## src/hw/rtl/assert_macros.svh

```systemverilog
// Assertion macros shared by the conv/pool stream block.
`ifndef ASSERT_MACROS_SVH
`define ASSERT_MACROS_SVH

// Same-cycle implication check.
`define CVMP_ASSERT_IMPLY(label, clk, rst, ante, cons) \
   label: assert property (@(posedge clk) disable iff (rst) (ante) |-> (cons)) \
      else $error("same-cycle implication check failed");

// Next-cycle implication check.
`define CVMP_ASSERT_NEXT(label, clk, rst, ante, cons) \
   label: assert property (@(posedge clk) disable iff (rst) (ante) |=> (cons)) \
      else $error("next-cycle implication check failed");

`endif

```

## src/hw/rtl/cvmp_pkg.sv

```systemverilog
// Shared constants, types and helper functions of the conv/pool stream block.
package cvmp_pkg;

   localparam int IMAGE_SIZE = 28;
   localparam int HALF_SIZE  = IMAGE_SIZE / 2;
   localparam int COL_W      = $clog2(IMAGE_SIZE);
   localparam int HALF_W     = COL_W - 1;
   localparam int CNT_W      = $clog2(IMAGE_SIZE + 1);

   localparam int PIX_W      = 8;
   localparam int TAP_W      = 8;
   localparam int BIAS_W     = 16;
   localparam int PROD_W     = 16;
   localparam int ROWSUM_W   = 18;
   localparam int ACC_W      = 20;
   localparam int NUM_TAPS   = 9;
   localparam int IDX_W      = 4;
   localparam int POOL_W     = 2 * PIX_W;

   localparam int CSR_IDX_W  = 3;
   localparam int CSR_DATA_W = 64;

   localparam logic [PIX_W-1:0] PIX_MAX = 8'd255;

   typedef enum logic [CSR_IDX_W-1:0] {
      CSR_KERNEL0  = 3'd0,
      CSR_KERNEL1  = 3'd1,
      CSR_LAST     = 3'd2,
      CSR_BIAS0    = 3'd3,
      CSR_BIAS1    = 3'd4
   } csr_idx_type;

   typedef logic signed [TAP_W-1:0] tap_type;

   typedef struct packed {
      logic [NUM_TAPS-1:0][TAP_W-1:0] taps0;
      logic [NUM_TAPS-1:0][TAP_W-1:0] taps1;
      logic [BIAS_W-1:0]              bias0;
      logic [BIAS_W-1:0]              bias1;
   } coef_type;

   // one row pass for the back end
   typedef struct packed {
      logic [COL_W-1:0] row;     // conv row to compute
      logic [1:0]       slot;    // line slot holding that row
      logic             emit;    // burst pooled row after the pass
      logic             second;  // follow with a pass of the next row
   } row_job_type;

   typedef struct packed {
      logic             en;
      logic [1:0]       slot;
      logic [COL_W-1:0] col;
      logic [PIX_W-1:0] data;
   } line_wr_type;

   function automatic logic [1:0] slot_next(input logic [1:0] s);
      return (s == 2'd2) ? 2'd0 : s + 2'd1;
   endfunction

   function automatic logic [1:0] slot_prev(input logic [1:0] s);
      return (s == 2'd0) ? 2'd2 : s - 2'd1;
   endfunction

   function automatic logic signed [PROD_W-1:0] mul_px(input logic [PIX_W-1:0] p,
                                                       input tap_type t);
      logic signed [PIX_W+TAP_W:0] full;
      full = $signed({1'b0, p}) * t;
      return full[PROD_W-1:0];
   endfunction

   function automatic logic [PIX_W-1:0] clamp_px(input logic signed [ACC_W-1:0] a);
      logic [PIX_W-1:0] r;
      if (a < 0) begin
         r = '0;
      end else if (a > 255) begin
         r = PIX_MAX;
      end else begin
         r = a[PIX_W-1:0];
      end
      return r;
   endfunction

   function automatic logic [PIX_W-1:0] max_px(input logic [PIX_W-1:0] a,
                                               input logic [PIX_W-1:0] b);
      return (a > b) ? a : b;
   endfunction

   function automatic logic [IDX_W-1:0] idx_row(input logic [COL_W-1:0] y);
      logic [COL_W+IDX_W-1:0] ext;
      ext = {{IDX_W{1'b0}}, y};
      return ext[IDX_W:1];
   endfunction

   function automatic logic [IDX_W-1:0] idx_col(input logic [HALF_W-1:0] p);
      logic [HALF_W+IDX_W-1:0] ext;
      ext = {{IDX_W{1'b0}}, p};
      return ext[IDX_W-1:0];
   endfunction

endpackage

```

## src/hw/rtl/cvmp_if.sv

```systemverilog


interface cvmp_rsp_if;
   import cvmp_pkg::*;
   logic             valid;
   logic             ready;
   logic [PIX_W-1:0] feature_a;
   logic [PIX_W-1:0] feature_b;
   logic [IDX_W-1:0] pooled_row;
   logic [IDX_W-1:0] pooled_col;
   logic             row_end;
   logic             image_end;
   modport source (output valid, output feature_a, output feature_b, output pooled_row,
                   output pooled_col, output row_end, output image_end, input ready);
   modport sink (input valid, input feature_a, input feature_b, input pooled_row,
                 input pooled_col, input row_end, input image_end, output ready);
endinterface


```

## src/hw/rtl/cvmp_ram.sv

```systemverilog
// Generic single-write, single-read RAM with registered read data.
module cvmp_ram #(
   parameter int WIDTH = 8,
   parameter int DEPTH = 32
) (
   input  logic                     clock,
   input  logic                     wr_en,
   input  logic [$clog2(DEPTH)-1:0] wr_addr,
   input  logic [WIDTH-1:0]         wr_data,
   input  logic                     rd_en,
   input  logic [$clog2(DEPTH)-1:0] rd_addr,
   output logic [WIDTH-1:0]         rd_data
);
   logic [WIDTH-1:0] mem_ff [DEPTH];
   logic [WIDTH-1:0] rd_data_ff;

   always_ff @(posedge clock) begin
      if (wr_en) begin
         mem_ff[wr_addr] <= wr_data;
      end
      if (rd_en) begin
         rd_data_ff <= mem_ff[rd_addr];
      end
   end

   assign rd_data = rd_data_ff;
endmodule

```

## src/hw/rtl/cvmp_back.sv

```systemverilog
// Back end: per-row conv/clamp/pool pass through a 4-stage pipe, then pooled burst.
`include "assert_macros.svh"
module cvmp_back (
   input  logic                                 clock,
   input  logic                                 reset,
   input  cvmp_pkg::coef_type                   coef,
   input  logic                                 q_empty,
   input  cvmp_pkg::row_job_type                q_head,
   output logic                                 q_pop,
   output logic                                 lines_free,
   output logic                                 line_rd_en,
   output logic [cvmp_pkg::COL_W-1:0]           line_rd_col,
   input  logic [2:0][cvmp_pkg::PIX_W-1:0]      line_rd_data,
   cvmp_rsp_if.source                           rsp_chan
);
   import cvmp_pkg::*;

   typedef enum logic [3:0] {
      B_IDLE    = 4'b0001,
      B_CONV    = 4'b0010,
      B_EMIT_RD = 4'b0100,
      B_EMIT_LD = 4'b1000
   } back_state_type;

   back_state_type st_ff, st_in;
   row_job_type    job_ff, job_in, start_job;
   logic           start;

   logic [CNT_W-1:0] rdc_ff, rdc_in;
   logic             issue_ff, issue_in;

   logic             v1_ff;
   logic [CNT_W-1:0] c1_ff;
   logic             pad, top_zero, bot_zero;
   logic [2:0][PIX_W-1:0]       new_col;
   logic [2:0][2:0][PIX_W-1:0]  win_ff;   // [column][row]
   logic [2:0][2:0][PIX_W-1:0]  win_nx;

   logic                       va_ff, vb_ff, vc_ff;
   logic [COL_W-1:0]           xa_ff, xb_ff, xc_ff;
   logic signed [PROD_W-1:0]   prod_ff [2][NUM_TAPS];
   logic signed [ROWSUM_W-1:0] rs_ff [2][3];
   logic signed [ACC_W-1:0]    acc_ff [2];

   logic [1:0][PIX_W-1:0] clamp_v, hold_ff, hmax, pmax;
   logic                  pass_end;

   logic                 pool_wr_en, pool_rd_en;
   logic [HALF_W-1:0]    pool_wr_addr, pool_rd_addr;
   logic [POOL_W-1:0]    pool_wr_data, pool_rd_data;

   logic [HALF_W-1:0] epx_ff, epx_in;
   logic              load;
   logic              rsp_v_ff, rsp_v_in;
   logic [PIX_W-1:0]  fa_ff, fb_ff;
   logic [IDX_W-1:0]  prow_ff, pcol_ff;
   logic              rend_ff, iend_ff;

   assign lines_free = (st_ff != B_CONV);

   // ---- column fetch and 3x3 window ----
   assign line_rd_en  = issue_ff;
   assign line_rd_col = rdc_ff[COL_W-1:0];

   assign pad      = (c1_ff == CNT_W'(IMAGE_SIZE));
   assign top_zero = pad || (job_ff.row == '0);
   assign bot_zero = pad || (job_ff.row == COL_W'(IMAGE_SIZE - 1));

   always_comb begin
      new_col[0] = top_zero ? '0 : line_rd_data[slot_prev(job_ff.slot)];
      new_col[1] = pad ? '0 : line_rd_data[job_ff.slot];
      new_col[2] = bot_zero ? '0 : line_rd_data[slot_next(job_ff.slot)];
      win_nx[0]  = win_ff[1];
      win_nx[1]  = win_ff[2];
      win_nx[2]  = new_col;
   end

   // ---- clamp and 2x2 max ----
   always_comb begin
      for (int f = 0; f < 2; f++) begin
         clamp_v[f] = clamp_px(acc_ff[f]);
         hmax[f]    = max_px(hold_ff[f], clamp_v[f]);
         pmax[f]    = max_px(hmax[f], pool_rd_data[f*PIX_W +: PIX_W]);
      end
   end

   assign pass_end     = vc_ff && (xc_ff == COL_W'(IMAGE_SIZE - 1));
   assign pool_wr_en   = vc_ff && xc_ff[0];
   assign pool_wr_addr = xc_ff[COL_W-1:1];
   assign pool_wr_data = job_ff.row[0] ? pmax : hmax;
   assign pool_rd_en   = (vc_ff && !xc_ff[0]) || (st_ff == B_EMIT_RD);
   assign pool_rd_addr = (st_ff == B_EMIT_RD) ? epx_ff : xc_ff[COL_W-1:1];

   cvmp_ram #(.WIDTH(POOL_W), .DEPTH(HALF_SIZE)) u_pool_ram (
      .clock   (clock),
      .wr_en   (pool_wr_en),
      .wr_addr (pool_wr_addr),
      .wr_data (pool_wr_data),
      .rd_en   (pool_rd_en),
      .rd_addr (pool_rd_addr),
      .rd_data (pool_rd_data)
   );

   // ---- sequencer ----
   always_comb begin
      st_in     = st_ff;
      job_in    = job_ff;
      start     = 1'b0;
      start_job = q_head;
      q_pop     = 1'b0;
      epx_in    = epx_ff;
      load      = 1'b0;
      unique case (st_ff)
         B_IDLE: begin
            if (!q_empty) begin
               q_pop = 1'b1;
               start = 1'b1;
               st_in = B_CONV;
            end
         end
         B_CONV: begin
            if (pass_end) begin
               priority if (job_ff.emit) begin
                  st_in  = B_EMIT_RD;
                  epx_in = '0;
               end else if (job_ff.second) begin
                  start            = 1'b1;
                  start_job.row    = job_ff.row + COL_W'(1);
                  start_job.slot   = slot_next(job_ff.slot);
                  start_job.emit   = 1'b1;
                  start_job.second = 1'b0;
               end else begin
                  st_in = B_IDLE;
               end
            end
         end
         B_EMIT_RD: begin
            st_in = B_EMIT_LD;
         end
         B_EMIT_LD: begin
            if (!rsp_v_ff || rsp_chan.ready) begin
               load = 1'b1;
               if (epx_ff == HALF_W'(HALF_SIZE - 1)) begin
                  st_in = B_IDLE;
               end else begin
                  epx_in = epx_ff + HALF_W'(1);
                  st_in  = B_EMIT_RD;
               end
            end
         end
         default: begin
            st_in = B_IDLE;
         end
      endcase
      if (start) begin
         job_in = start_job;
      end
   end

   always_comb begin
      rdc_in   = rdc_ff;
      issue_in = issue_ff;
      if (start) begin
         rdc_in   = '0;
         issue_in = 1'b1;
      end else if (issue_ff) begin
         rdc_in   = rdc_ff + CNT_W'(1);
         issue_in = (rdc_ff != CNT_W'(IMAGE_SIZE));
      end
      rsp_v_in = load ? 1'b1 : (rsp_chan.ready ? 1'b0 : rsp_v_ff);
   end

   always_ff @(posedge clock) begin
      if (reset) begin
         st_ff    <= B_IDLE;
         issue_ff <= 1'b0;
         rdc_ff   <= '0;
         v1_ff    <= 1'b0;
         va_ff    <= 1'b0;
         vb_ff    <= 1'b0;
         vc_ff    <= 1'b0;
         epx_ff   <= '0;
         rsp_v_ff <= 1'b0;
      end else begin
         st_ff    <= st_in;
         issue_ff <= issue_in;
         rdc_ff   <= rdc_in;
         v1_ff    <= issue_ff;
         va_ff    <= v1_ff && (c1_ff != '0);
         vb_ff    <= va_ff;
         vc_ff    <= vb_ff;
         epx_ff   <= epx_in;
         rsp_v_ff <= rsp_v_in;
      end
   end

   // datapath registers
   always_ff @(posedge clock) begin
      job_ff <= job_in;
      c1_ff  <= rdc_ff;
      if (start) begin
         win_ff <= '0;
      end else if (v1_ff) begin
         win_ff <= win_nx;
      end
      xa_ff <= COL_W'(c1_ff - CNT_W'(1));
      for (int ky = 0; ky < 3; ky++) begin
         for (int kx = 0; kx < 3; kx++) begin
            prod_ff[0][ky*3+kx] <= mul_px(win_nx[kx][ky], coef.taps0[ky*3+kx]);
            prod_ff[1][ky*3+kx] <= mul_px(win_nx[kx][ky], coef.taps1[ky*3+kx]);
         end
      end
      xb_ff <= xa_ff;
      for (int f = 0; f < 2; f++) begin
         for (int ky = 0; ky < 3; ky++) begin
            rs_ff[f][ky] <= ROWSUM_W'(prod_ff[f][ky*3]) + ROWSUM_W'(prod_ff[f][ky*3+1])
                          + ROWSUM_W'(prod_ff[f][ky*3+2]);
         end
      end
      xc_ff <= xb_ff;
      acc_ff[0] <= ACC_W'(rs_ff[0][0]) + ACC_W'(rs_ff[0][1]) + ACC_W'(rs_ff[0][2])
                 + ACC_W'($signed(coef.bias0));
      acc_ff[1] <= ACC_W'(rs_ff[1][0]) + ACC_W'(rs_ff[1][1]) + ACC_W'(rs_ff[1][2])
                 + ACC_W'($signed(coef.bias1));
      if (vc_ff && !xc_ff[0]) begin
         hold_ff <= clamp_v;
      end
      if (load) begin
         fa_ff   <= pool_rd_data[PIX_W-1:0];
         fb_ff   <= pool_rd_data[POOL_W-1:PIX_W];
         prow_ff <= idx_row(job_ff.row);
         pcol_ff <= idx_col(epx_ff);
         rend_ff <= (epx_ff == HALF_W'(HALF_SIZE - 1));
         iend_ff <= (epx_ff == HALF_W'(HALF_SIZE - 1))
                 && (job_ff.row == COL_W'(IMAGE_SIZE - 1));
      end
   end

   assign rsp_chan.valid      = rsp_v_ff;
   assign rsp_chan.feature_a  = fa_ff;
   assign rsp_chan.feature_b  = fb_ff;
   assign rsp_chan.pooled_row = prow_ff;
   assign rsp_chan.pooled_col = pcol_ff;
   assign rsp_chan.row_end    = rend_ff;
   assign rsp_chan.image_end  = iend_ff;

   `CVMP_ASSERT_IMPLY(a_idle_quiet, clock, reset, st_ff == B_IDLE,
                      !(issue_ff || v1_ff || va_ff || vb_ff || vc_ff))
endmodule

```

## src/flat_wrapper.sv

```systemverilog
// flat-port wrapper written by rule: the top's interface ports become plain ports
module cvmp_back_flat import cvmp_pkg::*;
  (clock, reset, coef, q_empty, q_head, q_pop, lines_free, line_rd_en, line_rd_col, line_rd_data, rsp_chan_valid, rsp_chan_feature_a, rsp_chan_feature_b, rsp_chan_pooled_row, rsp_chan_pooled_col, rsp_chan_row_end, rsp_chan_image_end, rsp_chan_ready);
  cvmp_rsp_if rsp_chan_i ();
  input  logic clock;
  input  logic reset;
  input  cvmp_pkg::coef_type coef;
  input  logic q_empty;
  input  cvmp_pkg::row_job_type q_head;
  output logic q_pop;
  output logic lines_free;
  output logic line_rd_en;
  output logic [cvmp_pkg::COL_W-1:0] line_rd_col;
  input  logic [2:0][cvmp_pkg::PIX_W-1:0] line_rd_data;
  output wire logic [$bits(rsp_chan_i.valid)-1:0] rsp_chan_valid;
  output wire logic [$bits(rsp_chan_i.feature_a)-1:0] rsp_chan_feature_a;
  output wire logic [$bits(rsp_chan_i.feature_b)-1:0] rsp_chan_feature_b;
  output wire logic [$bits(rsp_chan_i.pooled_row)-1:0] rsp_chan_pooled_row;
  output wire logic [$bits(rsp_chan_i.pooled_col)-1:0] rsp_chan_pooled_col;
  output wire logic [$bits(rsp_chan_i.row_end)-1:0] rsp_chan_row_end;
  output wire logic [$bits(rsp_chan_i.image_end)-1:0] rsp_chan_image_end;
  input wire logic [$bits(rsp_chan_i.ready)-1:0] rsp_chan_ready;
  assign rsp_chan_valid = rsp_chan_i.valid;
  assign rsp_chan_feature_a = rsp_chan_i.feature_a;
  assign rsp_chan_feature_b = rsp_chan_i.feature_b;
  assign rsp_chan_pooled_row = rsp_chan_i.pooled_row;
  assign rsp_chan_pooled_col = rsp_chan_i.pooled_col;
  assign rsp_chan_row_end = rsp_chan_i.row_end;
  assign rsp_chan_image_end = rsp_chan_i.image_end;
  assign rsp_chan_i.ready = rsp_chan_ready;
  cvmp_back u_core (.clock(clock), .reset(reset), .coef(coef), .q_empty(q_empty), .q_head(q_head), .q_pop(q_pop), .lines_free(lines_free), .line_rd_en(line_rd_en), .line_rd_col(line_rd_col), .line_rd_data(line_rd_data), .rsp_chan(rsp_chan_i));
endmodule
```

## config.mk

```make
export PLATFORM = sky130hd
export DESIGN_NAME = cvmp_back_flat
export DESIGN_NICKNAME = d
export VERILOG_FILES = /design/src/hw/rtl/cvmp_pkg.sv /design/src/hw/rtl/cvmp_if.sv /design/src/hw/rtl/cvmp_ram.sv /design/src/hw/rtl/cvmp_back.sv /design/src/flat_wrapper.sv
export VERILOG_INCLUDE_DIRS = /design/src /design/src/hw/rtl
export SDC_FILE = /design/constraint.sdc
export NUM_CORES = 2
export LEC_CHECK = 0
export BUFFER_PORTS_ARGS = -buffer_cell sky130_fd_sc_hd__buf_2
export CORE_ASPECT_RATIO = 1.25
export CORE_MARGIN = 4
export CORE_UTILIZATION = 35
export DETAILED_ROUTE_END_ITERATION = 8
export HOLD_SLACK_MARGIN = 0.1
export SKIP_CTS_REPAIR_TIMING = 1
export SLEW_MARGIN = 20
export SYNTH_ARGS = -nofsm -noshare
export SYNTH_HDL_FRONTEND = slang
export SYNTH_HIERARCHICAL = 1
export SYNTH_SLANG_ARGS = --single-unit
export TNS_END_PERCENT = 20
```

## constraint.sdc

```tcl
create_clock -name clock -period 14.1 [get_ports clock]
set_clock_uncertainty 0.15 [all_clocks]
set_input_delay 0.705 -clock clock [delete_from_list [all_inputs] [get_ports clock]]
set_output_delay 0.705 -clock clock [all_outputs]
set_load 0.05 [all_outputs]
```

# Word-level counts from Yosys, hierarchy flattened
# Memory sizes are Yosys's and may differ from the RTL's. A register that Yosys moved wholly into a read port is not among the register bits.
# Index checks and enable logic that the tools add are counted.
totals:
  regBits: 138
  latchBits: 0
  ram_bits: 660
  rom_bits: 0
  in_bits: 213
  output_inout_bits: 35
  word_cells: 175
  memories: 4
op_classes:
  n_addsub: 24
  multipliers: 18
  div_mod_pow: 0
  order_cmp: 11
  eq_ne: 17
  shift: 0
  mux: 51
  bitwise: 0
  reduce_logical: 19
memory_table:
  columns: ["memory", "words", "word_bits", "rd", "rd_clocked_by_memory_dff", "wr", "line_no", "source"]
  rows:
  - ["u_core.prod_ff", 2, 144, 2, 0, 2, "cvmp_back.sv:41", "logic signed [PROD_W-1:0] prod_ff [2][NUM_TAPS];"]
  - ["u_core.u_pool_ram.mem_ff", 14, 16, 1, 1, 1, "cvmp_ram.sv:14", "logic [WIDTH-1:0] mem_ff [DEPTH];"]
  - ["u_core.rs_ff", 2, 54, 2, 0, 2, "cvmp_back.sv:42", "logic signed [ROWSUM_W-1:0] rs_ff [2][3];"]
  - ["u_core.acc_ff", 2, 20, 2, 0, 2, "cvmp_back.sv:43", "logic signed [ACC_W-1:0] acc_ff [2];"]
ops:
  columns: ["cell", "count"]
  rows:
  - ["9-bit by 8-bit multiplier with 16-bit output", 18]
  - ["8-bit two-way mux", 14]
  - ["17-bit by 16-bit adder with 18-bit output", 6]
  - ["16-bit by 16-bit adder with 17-bit output", 6]
  - ["8-bit binary-select mux with 2-bit select", 3]
  - ["19-bit by 18-bit adder with 20-bit output", 2]
  - ["20-bit by 16-bit adder with 20-bit output", 2]
  - ["20-bit by 9-bit > comparator with 1-bit output (second input constant)", 2]
  - ["20-bit by 1-bit less-than comparator with 1-bit output (second input constant)", 2]
  - ["4-bit two-way mux", 10]
  - ["18-bit by 18-bit adder with 19-bit output", 2]
  - ["9-bit two-way mux", 4]
  - ["8-bit > comparator", 4]
  - ["16-bit two-way mux", 1]
  - ["4-bit case mux with 4 select lines", 1]
  - ["5-bit == test (second input constant)", 3]
  - ["1-bit two-way mux", 13]
  - ["5-bit by 1-bit adder with 5-bit output (second input constant)", 2]
  - ["2-bit by 3-bit less-than comparator with 1-bit output (second input constant)", 3]
  - ["4-bit == test (second input constant)", 2]
  - ["4-bit case mux with 2 select lines", 1]
  - ["2-bit by 1-bit != test with 1-bit output (second input constant)", 3]
  - ["1-bit logical AND", 5]
  - ["5-bit logical NOT", 1]
  - ["other kinds (23)", 30]

# Depth between registers and ports, before layout
# An unclocked memory read counts as a cell.
logic_depth:
  depth_word: 9
  mapped_depth: 28
  ltp_nobuf: 24

# Modules after synthesis
# The synthesis kept the hierarchy.
by_module_without_submodules:
  columns: ["module", "n_inst", "cells_per_inst", "area_per_inst_um2", "seq_area_each_um2"]
  rows:
  - ["cvmp_back", 1, 6572, 62935.4, 12001.5]
  - ["cvmp_ram", 1, 395, 9081.2, 7206.9]

# Least setup slack after synthesis
# Ideal clock, no wire load.
synth_path:
  kind: "flip-flop to flip-flop"
  startpoint: "register u_core/job_ff[2] (netlist bit)"
  endpoint: "memory u_core/prod_ff[0][110] (netlist bit)"
  setup_ns: 0.079
  arrival_ns: 5.778
  required_time_ns: 13.871
  path_slack_ns: 8.093
  stages_incl_launch_ff: 26
  n_path_buf: 4
  synth_period_minus_slack_ns: 6.007
  path_cell_list: "edfxtp_1 -> buf_2 -> inv_1 -> ha_1 -> buf_2 -> and2_1 -> clkbuf_1 -> nand2_1 -> o21ai_0 -> and2_1 -> clkbuf_1 -> nand2_1 -> fa_1 -> inv_1 -> fa_1 -> fa_1 -> inv_1 -> fa_1 -> inv_1 -> ha_1 -> o21ai_0 -> a21boi_0 -> o21ai_0 -> a21oi_1 -> or4_1 -> o211ai_1"
synth_rtl:
  columns: ["item", "line_no", "source"]
  rows:
  - ["start, declared", "cvmp_back.sv:26", "row_job_type job_ff, job_in, start_job;"]
  - ["start signal, assigned", "cvmp_back.sv:199", "job_ff <= job_in;"]
  - ["end, declared", "cvmp_back.sv:41", null]

==> metrics.txt <==
# TYPE chip_impl_metric gauge
chip_impl_metric{name="post_synth_inst_count",unit=""} 6967
chip_impl_metric{name="drcViolationCount",unit=""} 0
chip_impl_info{name="cts-root-buf",value="sky130_fd_sc_hd__clkbuf_16"} 1
chip_impl_metric{name="post_synth_instance_area",unit="sq um"} 72020
chip_impl_metric{name="post_synth.cell_area_avg",unit="sq um"} 10.34
chip_impl_metric{name="initial_standard_cell_utilization_of_the_core",unit="%"} 35.31
chip_impl_metric{name="hold_viol",unit=""} 0
chip_impl_info{name="ys.flop_type",value="sky130_fd_sc_hd__dfxtp_1"} 1
chip_impl_metric{name="place_congestion",unit=""} 0.9094
chip_impl_info{name="crit_path_start_kind",value="register"} 1
chip_impl_metric{name="synth_fp_nets",unit=""} 8919
chip_impl_metric{name="detailed_place_hpwl",unit="mm"} 154.9
chip_impl_info{name="worst_hold_path_type",value="in -> reg"} 1
chip_impl_metric{name="cellLeakagePower",unit="uW"} 0.03760
chip_impl_metric{name="vias",unit=""} 49380
chip_impl_metric{name="fmax",unit="MHz"} 144.8
chip_impl_metric{name="fin_crit_sh",unit="%"} 48.99
chip_impl_metric{name="sequentialPowerShare",unit="%"} 22.9
chip_impl_metric{name="finish.net_count",unit=""} 9157
chip_impl_info{name="rsz_0062_raised_after_global_routing",value="false"} 1
chip_impl_metric{name="clock_sink_count",unit=""} 814
chip_impl_metric{name="synth_cell_types",unit=""} 79
chip_impl_metric{name="die_x",unit="um"} 413.7
chip_impl_metric{name="first_global_vias",unit=""} 52560
chip_impl_metric{name="setup_violations_final",unit=""} 0
chip_impl_metric{name="drt_first_pass_iters",unit=""} 6
chip_impl_metric{name="critical_path_required",unit="ps"} 14560
chip_impl_metric{name="floorplan.die_area",unit="sq um"} 213100
chip_impl_metric{name="placed_cell_area",unit="sq um"} 76460
chip_impl_metric{name="floorplan.io_pins",unit=""} 248
chip_impl_metric{name="cts.htree.levels",unit=""} 3
chip_impl_metric{name="max_slew_margin",unit="%"} 22.50
chip_impl_metric{name="finalCriticalPeriod",unit="ps"} 6908
chip_impl_metric{name="worst-slew-pin-transition",unit="ps"} 1159
chip_impl_metric{name="ys_seq_elements",unit=""} 814
chip_impl_metric{name="grtUsageTotal",unit="%"} 18.00
chip_impl_metric{name="report.final.slew_viol_count",unit=""} 0
chip_impl_metric{name="cts_max_path_buffers",unit=""} 3
chip_impl_info{name="run_status",value="finished clean"} 1
chip_impl_metric{name="clk_pin_slew",unit="ps"} 60
chip_impl_info{name="worstSetupEndpointType",value="register"} 1
chip_impl_metric{name="asyncSetResetFlopFracSynth",unit="%"} 0
chip_impl_metric{name="fp-row-count",unit=""} 185
chip_impl_metric{name="cts-buffers-inserted",unit=""} 89
chip_impl_metric{name="overall_overflow_remaining_after_global_route",unit=""} 0
chip_impl_metric{name="grt_antenna_before_repair",unit=""} 84
chip_impl_metric{name="swShare",unit="%"} 45.19
chip_impl_metric{name="setup-tns-final",unit="ps"} 0
chip_impl_metric{name="die_h",unit="um"} 515.2
chip_impl_metric{name="vias_per_cell",unit=""} 4.926
chip_impl_metric{name="pin_count_of_the_biggest_net_entering_global_routing",unit=""} 81
chip_impl_metric{name="r2r_slack",unit="ps"} 7190
chip_impl_metric{name="max-cap-violations",unit=""} 0
chip_impl_metric{name="drt.antenna.violating_nets",unit=""} 0
chip_impl_metric{name="synth_sequential_area_ratio",unit="%"} 26.67
chip_impl_metric{name="grt_pass1_wl",unit="mm"} 297.9
chip_impl_metric{name="fp.coreArea",unit="sq um"} 203900
chip_impl_metric{name="p_comb_share",unit="%"} 62.9
chip_impl_metric{name="netSwitchingPower",unit="uW"} 7429
chip_impl_metric{name="internal-power",unit="uW"} 9011
chip_impl_metric{name="layout-drive-gt1-share",unit="%"} 8.121
chip_impl_metric{name="synth.yosys.warnings",unit=""} 6
chip_impl_metric{name="crit_path_max_fanout",unit=""} 11
chip_impl_info{name="tritoncts",value="done"} 1
chip_impl_metric{name="synthToLayoutAreaGrowth",unit="%"} 10.45
chip_impl_metric{name="max-vdd-ir-drop",unit="mV"} 0.2117
chip_impl_metric{name="p_per_area",unit="nW/um^2"} 206.7
chip_impl_metric{name="clock_insertion_delay_at_the_later_pin_of_the_skew_report",unit="ps"} 720
chip_impl_metric{name="drt_first_iter_violations",unit=""} 2619
chip_impl_metric{name="post-route-cell-area",unit="sq um"} 79540
chip_impl_metric{name="routedWlPerCell",unit="um"} 19.04
chip_impl_metric{name="numPortBuffers",unit=""} 247
chip_impl_metric{name="clk_network_pwr_share",unit="%"} 14.2
chip_impl_metric{name="drt-total-wl",unit="mm"} 190.8
chip_impl_info{name="worst-setup-path-type",value="reg -> reg"} 1
chip_impl_metric{name="arrival",unit="ps"} 7370
chip_impl_metric{name="synth-edff-count",unit=""} 291
## synthesized netlist by cell type, drive strengths merged, types with 64 or more instances
library cell | n | share of area [%]
a21o | 89 | 0.93
dfxtp | 523 | 15
o21ai | 146 | 1.0
ha | 897 | 16
edfxtp | 291 | 12
nor2 | 335 | 1.7
a21oi | 194 | 1.4
and3 | 159 | 1.4
and2 | 494 | 4.3
nand2b | 146 | 1.3
nor2b | 64 | 0.56
xnor2 | 250 | 3.0
fa | 842 | 23
inv | 1080 | 5.6
nand2 | 565 | 2.9
clkbuf | 111 | 0.58
mux2i | 101 | 1.4
nor3 | 65 | 0.45
## flip-flops by register name, summed over array words and instances (netlist names), 4 cells and up
| register | cells |
|---|---|
| u_core/hold_ff | 16 |
| u_core/u_pool_ram/mem_ff | 224 |
| u_core/rsp_chan.pooled_row | 4 |
| u_core/xb_ff | 5 |
| u_core/rsp_chan.pooled_col | 4 |
| u_core/xc_ff | 5 |
| u_core/rs_ff | 108 |
| u_core/rsp_chan.feature_b | 8 |
| u_core/line_rd_col | 5 |
| u_core/job_ff | 9 |
| u_core/c1_ff | 5 |
| u_core/acc_ff | 40 |
| u_core/xa_ff | 5 |
| u_core/prod_ff | 288 |
| u_core/epx_ff | 4 |
| u_core/u_pool_ram/rd_data | 16 |
| u_core/st_ff | 4 |
| u_core/win_ff | 48 |
| u_core/rsp_chan.feature_a | 8 |
## critical path: stages (launching register included)
cell and delay (ps):
sky130_fd_sc_hd__edfxtp_1 680, sky130_fd_sc_hd__inv_1 130, sky130_fd_sc_hd__ha_1 600, sky130_fd_sc_hd__mux2i_1 130
sky130_fd_sc_hd__o21ai_0 770, sky130_fd_sc_hd__and2_1 510, sky130_fd_sc_hd__nand2_1 150, sky130_fd_sc_hd__fa_1 520
sky130_fd_sc_hd__fa_1 560, sky130_fd_sc_hd__inv_1 50, sky130_fd_sc_hd__fa_1 470, sky130_fd_sc_hd__inv_1 50
sky130_fd_sc_hd__fa_1 470, sky130_fd_sc_hd__inv_1 40, sky130_fd_sc_hd__ha_1 300, sky130_fd_sc_hd__o21ai_0 120
sky130_fd_sc_hd__a21boi_0 150, sky130_fd_sc_hd__o21ai_0 230, sky130_fd_sc_hd__a21oi_1 120, sky130_fd_sc_hd__or4_1 500
sky130_fd_sc_hd__o211ai_1 100
## per-layer routing
metal  routed length [um]  track usage, %  vias to the layer above
li1                     -               -                    23280
met1                79110           22.18                    24580
met2                92660           30.89                     1124
met3                10900           3.532                      351
met4                 7865           7.117                       44
met5                  297               0                        -
## stage by stage
| step | hold WS (ps) | std cells | power, uW | setup WS, ps | utilization, % |
|---|---|---|---|---|---|
| 2_1_floorplan | 159.6 | 6967 | 11140 | 8093 | - |
| 3_3_place_gp | 164.4 | 9822 | 13970 | 7450 | 37.48 |
| 3_5_place_dp | 170.6 | 9823 | 14160 | 7215 | 37.49 |
| 4_1_cts | 37.40 | 9986 | 16590 | 7212 | 38.94 |
| 5_1_grt | 108.1 | 10000 | 17920 | 6633 | 38.98 |
| 6_report | 132.2 | 10030 | 16440 | 7192 | 39.00 |
## logic make-up after synthesis
group           count (synthesis)  synth area share [%]
xor+xnor                      309                 3.758
buf+inv                      1225                 6.494
fa+ha+maj                    1739                 38.99
simple gates                 1982                 14.01
mux                           203                 3.796
flops                         814                 26.67
compound gates                695                 6.281
## layout make-up
cell class                 count  area, sq um
fill                       19750       124400
multi-input combinational   4928        48230
sequential                   814        19210
inverter                    1080         4054
tap                         2711         3392
clock buffer                 123         2569
timing repair buffer         292         1604
clock inverter                40        390.4
antenna                       37        92.59
## worst paths after layout
kind | from | depth (start not counted) | endpoint
worst max register to register | u_core/job_ff[2]$_DFFE_PP_ | 20 | u_core/prod_ff[0][254]$_DFF_P_
worst max-delay path | u_core/job_ff[2]$_DFFE_PP_ | 20 | u_core/prod_ff[0][254]$_DFF_P_
worst min-delay path | q_head[1] | 2 | u_core/job_ff[1]$_DFFE_PP_
worst min register to register | u_core/xa_ff[1]$_DFF_P_ | 0 | u_core/xb_ff[1]$_DFF_P_
## power groups by stage
| stage | clock network [uW] | logic [uW] | registers, uW |
|---|---|---|---|
| 2_1_floorplan | 0 | 7550 | 3590 |
| 3_3_place_gp | 0 | 10100 | 3830 |
| 3_5_place_dp | 0 | 10300 | 3830 |
| 4_1_cts | 2390 | 10400 | 3780 |
| 5_1_grt | 2490 | 11600 | 3830 |
| 6_report | 2330 | 10300 | 3760 |
## placed cells by master, fill, tap and decap left out, types with 16 or more instances in the layout
cell	Yosys	final
sky130_fd_sc_hd__inv_1	1080	1080
sky130_fd_sc_hd__nor2_1	334	327
sky130_fd_sc_hd__xnor2_1	250	250
sky130_fd_sc_hd__and3_1	158	158
sky130_fd_sc_hd__nor3_1	65	61
sky130_fd_sc_hd__dfxtp_1	523	522
sky130_fd_sc_hd__nand4_1	24	24
sky130_fd_sc_hd__o21ai_0	146	143
sky130_fd_sc_hd__or3_1	22	22
sky130_fd_sc_hd__mux2_2	54	54
sky130_fd_sc_hd__a21oi_1	193	193
sky130_fd_sc_hd__buf_4	2	42
sky130_fd_sc_hd__nand2b_1	146	146
sky130_fd_sc_hd__a21o_1	89	89
sky130_fd_sc_hd__ha_1	897	897
sky130_fd_sc_hd__o21a_1	38	38
sky130_fd_sc_hd__a21boi_0	24	24
sky130_fd_sc_hd__buf_2	21	247
sky130_fd_sc_hd__fa_1	842	842
sky130_fd_sc_hd__mux4_2	39	39
sky130_fd_sc_hd__clkbuf_8	0	17
sky130_fd_sc_hd__o211ai_1	16	16
sky130_fd_sc_hd__o22ai_1	16	16
sky130_fd_sc_hd__edfxtp_1	291	291
sky130_fd_sc_hd__diode_2	0	37
sky130_fd_sc_hd__xor2_1	59	59
sky130_fd_sc_hd__nor2b_1	64	63
sky130_fd_sc_hd__nand2_1	565	565
sky130_fd_sc_hd__a31oi_1	21	21
sky130_fd_sc_hd__and2_1	493	493
sky130_fd_sc_hd__clkbuf_16	0	91
sky130_fd_sc_hd__mux2i_1	101	101
sky130_fd_sc_hd__nand3_1	40	40
No activity file was read; power rests on OpenSTA's default activity.
